**src/design/olada_pkg.sv**
```systemverilog
// Package for the ordered list block: sizes, opcode and status codes.
// Used by the channel interfaces and every module of the block.
`default_nettype none
package olada_pkg;

  // List capacity and field widths
  localparam int DEPTH = 16;
  localparam int IDX_W = (DEPTH > 1) ? $clog2(DEPTH) : 1;
  localparam int CNT_W = $clog2(DEPTH + 1);
  localparam int VAL_W = 32;
  localparam int POS_W = 8;
  localparam int STS_W = 3;
  localparam int CMP_W = (POS_W > CNT_W) ? POS_W : CNT_W;

  typedef enum logic {
    OP_APPEND = 1'b0,
    OP_DELETE = 1'b1
  } op_t;

  typedef enum logic [STS_W-1:0] {
    ST_HEAD    = 3'd0,
    ST_TAIL    = 3'd1,
    ST_DELETED = 3'd2,
    ST_EMPTY   = 3'd3,
    ST_BOUNDS  = 3'd4,
    ST_FULL    = 3'd5
  } status_t;

  // Command from the controller to the datapath
  typedef struct packed {
    logic exec;
  } cmd_t;

endpackage
`default_nettype wire

```
**src/design/olada_if.sv**
```systemverilog
// Valid/ready channel interfaces for operations in and results out.
// Depends on olada_pkg for widths.
`default_nettype none
interface olada_in_if;
  import olada_pkg::*;

  logic                    valid;
  logic                    ready;
  logic                    opcode;
  logic signed [VAL_W-1:0] value;
  logic [POS_W-1:0]        position;

  modport source (output valid, output opcode, output value, output position, input ready);
  modport sink   (input valid, input opcode, input value, input position, output ready);
endinterface

interface olada_out_if;
  import olada_pkg::*;

  logic                    valid;
  logic                    ready;
  logic [STS_W-1:0]        status;
  logic signed [VAL_W-1:0] removed_value;
  logic [CNT_W-1:0]        entry_count;

  modport source (output valid, output status, output removed_value, output entry_count,
                  input ready);
  modport sink   (input valid, input status, input removed_value, input entry_count,
                  output ready);
endinterface
`default_nettype wire

```
**src/design/olada_ctrl.sv**
```systemverilog
// Controller for the ordered list: handshake state machine that issues execute commands.
// Depends on olada_pkg.
`default_nettype none
module olada_ctrl (
  input  wire logic           clk,
  input  wire logic           rst_n,
  input  wire logic           in_valid,
  output logic                in_ready,
  output logic                out_valid,
  input  wire logic           out_ready,
  output olada_pkg::cmd_t     cmd
);
  import olada_pkg::*;

  typedef enum logic {
    S_EMPTY,
    S_HOLD
  } state_t;

  state_t state_r;
  state_t state_nxt;
  logic   xfer_in;

  // Take a new operation whenever the result register is free or being drained
  assign in_ready  = (state_r == S_EMPTY) || out_ready;
  assign xfer_in   = in_valid && in_ready;
  assign out_valid = (state_r == S_HOLD);
  assign cmd.exec  = xfer_in;

  // Advance: hold while a result waits, drop to empty once it is taken
  always_comb begin
    state_nxt = state_r;
    unique case (state_r)
      S_EMPTY: begin
        if (xfer_in) state_nxt = S_HOLD;
      end
      S_HOLD: begin
        if (out_ready && !xfer_in) state_nxt = S_EMPTY;
      end
      default: state_nxt = S_EMPTY;
    endcase
  end

  always_ff @(posedge clk) begin
    if (!rst_n) begin
      state_r <= S_EMPTY;
    end else begin
      state_r <= state_nxt;
    end
  end

  // A result held but not taken must still be held next cycle
  a_hold_result: assert property (@(posedge clk) disable iff (!rst_n)
    (out_valid && !out_ready) |=> out_valid)
    else $error("result dropped while stalled");

  // Execute only with a free or draining result slot
  a_exec_slot: assert property (@(posedge clk) disable iff (!rst_n)
    cmd.exec |-> (!out_valid || out_ready))
    else $error("execute would overwrite a waiting result");

  // Each execute yields a valid result in the next cycle
  a_exec_result: assert property (@(posedge clk) disable iff (!rst_n)
    cmd.exec |=> out_valid)
    else $error("execute did not produce a result");

endmodule
`default_nettype wire

```
**src/design/olada_dp.sv**
```systemverilog
// Datapath for the ordered list: entry shift chain, count and result register.
// Depends on olada_pkg.
`default_nettype none
module olada_dp (
  input  wire logic                          clk,
  input  wire logic                          rst_n,
  input  wire olada_pkg::cmd_t               cmd,
  input  wire logic                          opcode,
  input  wire logic signed [olada_pkg::VAL_W-1:0] value,
  input  wire logic [olada_pkg::POS_W-1:0]   position,
  output logic [olada_pkg::STS_W-1:0]        status,
  output logic signed [olada_pkg::VAL_W-1:0] removed_value,
  output logic [olada_pkg::CNT_W-1:0]        entry_count
);
  import olada_pkg::*;

  logic [VAL_W-1:0] entries_r   [DEPTH];
  logic [VAL_W-1:0] entries_nxt [DEPTH];
  logic [CNT_W-1:0] count_r;
  logic [CNT_W-1:0] count_nxt;
  status_t          status_r;
  status_t          status_nxt;
  logic [VAL_W-1:0] removed_r;
  logic [VAL_W-1:0] removed_nxt;

  logic             is_full;
  logic             is_empty;
  logic             in_bounds;
  logic             do_app;
  logic             do_del;
  logic [CMP_W-1:0] pos_ext;
  logic [CMP_W-1:0] cnt_ext;

  // Decode the operation against the current count
  assign pos_ext   = CMP_W'(position);
  assign cnt_ext   = CMP_W'(count_r);
  assign is_full   = (count_r == CNT_W'(DEPTH));
  assign is_empty  = (count_r == '0);
  assign in_bounds = (pos_ext < cnt_ext);
  assign do_app    = (op_t'(opcode) == OP_APPEND) && !is_full;
  assign do_del    = (op_t'(opcode) == OP_DELETE) && !is_empty && in_bounds;

  // Pick status, removed value and new count
  always_comb begin
    removed_nxt = '0;
    count_nxt   = count_r;
    priority if (op_t'(opcode) == OP_APPEND) begin
      if (is_full) begin
        status_nxt = ST_FULL;
      end else begin
        status_nxt = is_empty ? ST_HEAD : ST_TAIL;
        count_nxt  = count_r + 1'b1;
      end
    end else if (is_empty) begin
      status_nxt = ST_EMPTY;
    end else if (!in_bounds) begin
      status_nxt = ST_BOUNDS;
    end else begin
      status_nxt  = ST_DELETED;
      removed_nxt = entries_r[position[IDX_W-1:0]];
      count_nxt   = count_r - 1'b1;
    end
  end

  // Write the tail cell on append, shift later cells toward the head on delete
  always_comb begin
    for (int i = 0; i < DEPTH; i++) begin
      entries_nxt[i] = entries_r[i];
      if (do_app && (CNT_W'(i) == count_r)) begin
        entries_nxt[i] = value;
      end else if (do_del && (CMP_W'(i) >= pos_ext) && (i < DEPTH - 1)) begin
        entries_nxt[i] = entries_r[IDX_W'(i + 1)];
      end
    end
  end

  // Entries and result fields are payload: no reset
  always_ff @(posedge clk) begin
    if (cmd.exec) begin
      entries_r <= entries_nxt;
      status_r  <= status_nxt;
      removed_r <= removed_nxt;
    end
  end

  always_ff @(posedge clk) begin
    if (!rst_n) begin
      count_r <= '0;
    end else if (cmd.exec) begin
      count_r <= count_nxt;
    end
  end

  assign status        = status_r;
  assign removed_value = removed_r;
  assign entry_count   = count_r;

  // Count never passes the capacity
  a_count_cap: assert property (@(posedge clk) disable iff (!rst_n)
    count_r <= CNT_W'(DEPTH))
    else $error("entry count beyond capacity");

  // A successful delete shrinks the list by exactly one
  a_del_count: assert property (@(posedge clk) disable iff (!rst_n)
    (cmd.exec && do_del) |=> (count_r == $past(count_r) - 1'b1))
    else $error("delete did not shrink the list by one");

  // A rejected operation leaves the count alone
  a_reject_hold: assert property (@(posedge clk) disable iff (!rst_n)
    (cmd.exec && !do_app && !do_del) |=> (count_r == $past(count_r)))
    else $error("rejected operation changed the count");

endmodule
`default_nettype wire

```
**src/design/ordered_list_append_delete_at_index_top.sv**
```systemverilog
// Top level of the ordered list block: joins controller and datapath to the channels.
// Depends on olada_pkg, olada_if, olada_ctrl and olada_dp.
`default_nettype none
// Holds an ordered list of up to 16 signed 32-bit entries, head at position zero.
// Append writes the tail; delete removes the entry at a position and the later
// entries move one place toward the head, all cells shifting together.
// Every operation updates the shift chain and returns one result in
// the following cycle from the result register; a new operation is taken each
// cycle as long as the result side keeps up. Entry contents are not cleared by
// reset; only the count is, and only entries below the count ever reach the outputs.
module ordered_list_append_delete_at_index_top (
  input  wire logic clk,
  input  wire logic rst_n,
  olada_in_if.sink    in_ch,
  olada_out_if.source out_ch
);
  import olada_pkg::*;

  cmd_t cmd;

  // Handshake control
  olada_ctrl u_ctrl (
    .clk       (clk),
    .rst_n     (rst_n),
    .in_valid  (in_ch.valid),
    .in_ready  (in_ch.ready),
    .out_valid (out_ch.valid),
    .out_ready (out_ch.ready),
    .cmd       (cmd)
  );

  // List storage and result fields
  olada_dp u_dp (
    .clk           (clk),
    .rst_n         (rst_n),
    .cmd           (cmd),
    .opcode        (in_ch.opcode),
    .value         (in_ch.value),
    .position      (in_ch.position),
    .status        (out_ch.status),
    .removed_value (out_ch.removed_value),
    .entry_count   (out_ch.entry_count)
  );

endmodule
`default_nettype wire

```
**src/flat_wrapper.sv**
```systemverilog
// flat-port wrapper written by rule: the top's interface ports become plain ports
module ordered_list_append_delete_at_index_top_flat import olada_pkg::*;
  (clk, rst_n, in_ch_valid, in_ch_opcode, in_ch_value, in_ch_position, in_ch_ready, out_ch_valid, out_ch_status, out_ch_removed_value, out_ch_entry_count, out_ch_ready);
  olada_in_if in_ch_i ();
  olada_out_if out_ch_i ();
  input  wire logic clk;
  input  wire logic rst_n;
  input wire logic [$bits(in_ch_i.valid)-1:0] in_ch_valid;
  input wire logic [$bits(in_ch_i.opcode)-1:0] in_ch_opcode;
  input wire logic [$bits(in_ch_i.value)-1:0] in_ch_value;
  input wire logic [$bits(in_ch_i.position)-1:0] in_ch_position;
  output wire logic [$bits(in_ch_i.ready)-1:0] in_ch_ready;
  output wire logic [$bits(out_ch_i.valid)-1:0] out_ch_valid;
  output wire logic [$bits(out_ch_i.status)-1:0] out_ch_status;
  output wire logic [$bits(out_ch_i.removed_value)-1:0] out_ch_removed_value;
  output wire logic [$bits(out_ch_i.entry_count)-1:0] out_ch_entry_count;
  input wire logic [$bits(out_ch_i.ready)-1:0] out_ch_ready;
  assign in_ch_i.valid = in_ch_valid;
  assign in_ch_i.opcode = in_ch_opcode;
  assign in_ch_i.value = in_ch_value;
  assign in_ch_i.position = in_ch_position;
  assign in_ch_ready = in_ch_i.ready;
  assign out_ch_valid = out_ch_i.valid;
  assign out_ch_status = out_ch_i.status;
  assign out_ch_removed_value = out_ch_i.removed_value;
  assign out_ch_entry_count = out_ch_i.entry_count;
  assign out_ch_i.ready = out_ch_ready;
  ordered_list_append_delete_at_index_top u_core (.clk(clk), .rst_n(rst_n), .in_ch(in_ch_i), .out_ch(out_ch_i));
endmodule
```
**config.mk**
```make
export PLATFORM = sky130hd
export DESIGN_NAME = ordered_list_append_delete_at_index_top_flat
export DESIGN_NICKNAME = d
export VERILOG_FILES = /design/src/design/olada_pkg.sv /design/src/design/olada_if.sv /design/src/design/olada_ctrl.sv /design/src/design/olada_dp.sv /design/src/design/ordered_list_append_delete_at_index_top.sv /design/src/flat_wrapper.sv
export SDC_FILE = /design/constraint.sdc
export NUM_CORES = 1
export LEC_CHECK = 0
export CORE_ASPECT_RATIO = 0.75
export CORE_MARGIN = 8
export CORE_UTILIZATION = 55
export DETAILED_ROUTE_END_ITERATION = 7
export DONT_BUFFER_PORTS = 1
export PLACE_DENSITY = 0.7
export SETUP_SLACK_MARGIN = 0.15
export SYNTH_ARGS = -nofsm -noshare
export SYNTH_HDL_FRONTEND = slang
export SYNTH_HIERARCHICAL = 1
export SYNTH_SLANG_ARGS = --single-unit
```
**constraint.sdc**
```tcl
create_clock -name clk -period 6.2 [get_ports clk]
set_clock_uncertainty 0.05 [all_clocks]
set_input_delay 0.93 -clock clk [delete_from_list [all_inputs] [get_ports clk]]
set_output_delay 0.93 -clock clk [all_outputs]
set_load 0.005 [all_outputs]
```
==> flow_metrics.tcl <==
set metrics [dict create \
    hold_start "in_ch_value[17]" \
    initial_core_util_pct 55.7 \
    status "finished clean" \
    period_minus_slack_ps 4440 \
    cts-buffers-inserted 52 \
    ff_latch_area_sq_um 16500 \
    fmax_mhz 225 \
    cts_setup_buffers 0 \
    drtIter0Drc 1465 \
    grt_pass1_vias 11500 \
    synth.area.top_cells "edfxtp_1 68%, mux4_2 15%, mux2_2 7.6%, mux2_1 2.9%, nor2b_1 0.94%" \
    cts_tree "built" \
    critPathRequiredTime_ps 6450 \
    fp.coreArea_sq_um 43300 \
    fp.dieH_microns 197 \
    crit_fanout 37 \
    clock_sinks 553 \
    dr.pass1.iters 5 \
    io_pins 87 \
    drive_gt1_share_pct 35.8 \
    max-cap-violations 0 \
    ys_ff_latch 553 \
    syn_nets 1228 \
    wl_met1_mm 26.5 \
    clock_path_buffers 3 \
    fin_nets 1222 \
    cts-root-buf "clkbuf_16" \
    place_area_sq_um 24700 \
    synth-edff-count 547 \
    yosysMostFrequentCell "edfxtp_1" \
    total_power_mw 7.66 \
    critPathLaunch "u_core/u_dp/entry_count[4]$_SDFFE_PN0P_" \
    wl_met3_mm 8.74 \
    synthArstFlopShare_pct 0 \
    antenna_found_initial 4 \
    power_density_nw_per_um2 291 \
    wl_met2_mm 22.7 \
    netlist_instances 1173 \
    cts_resized 0 \
    rsz0062_at_grt "false" \
    io_buffers 0 \
    synth_area_per_cell_sq_um 20.5 \
    ys_types 54 \
    crit_type "reg2reg" \
    yosysTopAreaCell "edfxtp_1" \
    post-place-ws_ps 1630 \
    period_share_pct 71.6 \
    top_layer_used "met5" \
    slew_headroom_pct 15.0 \
    arrival_ps 4690 \
    gp_congestion 0.833 \
    hold_buffers 0 \
    nFillCells 3066 \
    worstSetupEndpointType "flip-flop" \
    rows 66 \
    critical_path.startpoint_type "flip-flop" \
    synthFlopType "edfxtp_1" \
    clock_latency_ps 610 \
    dieWidth_microns 258 \
    synthesis.area_sq_um 24100 \
    vias 12100 \
    syn_to_final_growth_pct 9.46 \
    hold_viol 0 \
    final_core_util_pct 60.9 \
    wire_per_inst_microns 32.9 \
    yosysWarnings 6 \
    synth_top_cells_by_count "547 x edfxtp_1, 163 x mux2_2, 160 x mux4_2" \
    drt-total-wl_mm 58.8 \
    ir_worst_vdd_uv 213 \
    drt-vias-per-instance 6.75 \
    dp_hpwl_mm 36.7 \
    finalMaxSlewViolations 0 \
    grt_util_all_layers_pct 23.2 \
    grt_pass1_wl_mm 85.5 \
    htree_levels 2 \
    synth.top_cell.area_share_pct 68.2 \
    hp-class "in2reg" \
    setup_viol 0 \
    grt_max_degree 139 \
    fin_setup_tns_ps 0 \
    grt_overflow_total 0 \
    clkTransAtPathRegs_ps 60 \
    die_area_sq_um 50800 \
    ant_nets 0 \
    drc 0 \
    multiInputGateArea_sq_um 7350 \
    leakagePower_nw 8.25 \
    yosysSeqAreaShare_pct 68.7 \
    setup_slack_ps 1760 \
    r2r-start "u_core/u_dp/entry_count[4]$_SDFFE_PN0P_" \
    tightest_slew_ps 1270 \
    design_area_sq_um 26400 \
]
cell type report:
| class | instances | area share, % |
|---|---|---|
| antenna | 1 | 0.00949 |
| clock buffer | 65 | 5.28 |
| clock inverter | 30 | 0.864 |
| inverter | 12 | 0.171 |
| multi-input combinational | 538 | 27.9 |
| sequential | 553 | 62.8 |
| tap | 578 | 2.74 |
| timing repair buffer | 10 | 0.285 |
metrics by stage:
stage	instances	hold WS, ps
final	1787	368
after global placement	1691	477
after detailed placement	1691	483
after global routing	1786	338
after CTS	1786	332
after floorplan	1173	456
placed cells by master (no fill, tap or decap), types with 5 or more instances in the layout:
cell       netlist  final
ha_1            10     10
inv_1           12     12
dfxtp_1          6      6
edfxtp_1       547    547
buf_4            2     10
a21oi_4          0      5
clkinv_1         0     14
mux2_1          61     61
mux2_2         163    163
nand3_1          6      6
clkbuf_1        21     11
a21oi_1         10      5
mux4_2         160    160
nand2_1         18     12
nor2_1          12     11
nand2_2          0      6
clkbuf_16        0     54
nor2b_1         36     36
clkinv_2         0      9
worst max-delay path, cell delays in order, from the launching register on:
cell	delay, ps
dfxtp_1	750
inv_1	240
ha_1	260
nor4_1	340
nand3_1	140
a21o_4	370
or3_1	700
o22ai_4	910
buf_4	350
routing by layer:
| metal | track usage (%) | vias up |
|---|---|---|
| li1 | - | 4881 |
| met1 | 37.9 | 6442 |
| met2 | 28.1 | 681 |
| met3 | 9.43 | 63 |
| met4 | 4.85 | 2 |
| met5 | 0 | - |
cell families after synthesis:
family / synth area share (%)
DFF: 68.7
AOI/OAI and AO/OA: 1.25
and+or+nand+nor: 2.38
buffers and inverters: 1.61
adders and majority gates: 0.519
xor gates and xnor gates: 0.0727
muxes: 25.5
report_power, final:
part | switching (mW) | internal, mW | total (mW)
Clock | 1.38 | 1.71 | 3.09
Combinational | 0.181 | 0.205 | 0.386
Sequential | 0.0285 | 4.15 | 4.18
Total | 1.59 | 6.07 | 7.66
state kept, by name (all words and copies together), names as in the netlist:
name,cells
u_core/u_dp/entries_r,512
u_core/u_dp/removed_value,32
u_core/u_dp/status,3
u_core/u_ctrl/out_valid,1
u_core/u_dp/entry_count,5
final timing paths:
kind,endpoint,cells past startpoint,slack [ps]
hold / removal,u_core/u_dp/entries_r[145]$_DFFE_PP_,0,370
setup / recovery,u_core/u_dp/entries_r[75]$_DFFE_PP_,8,1760
hold reg to reg,u_core/u_ctrl/out_valid$_SDFF_PN0_,2,490
setup reg to reg,u_core/u_dp/entries_r[75]$_DFFE_PP_,8,1760
Note: power is estimated with default switching activity, not from simulation.
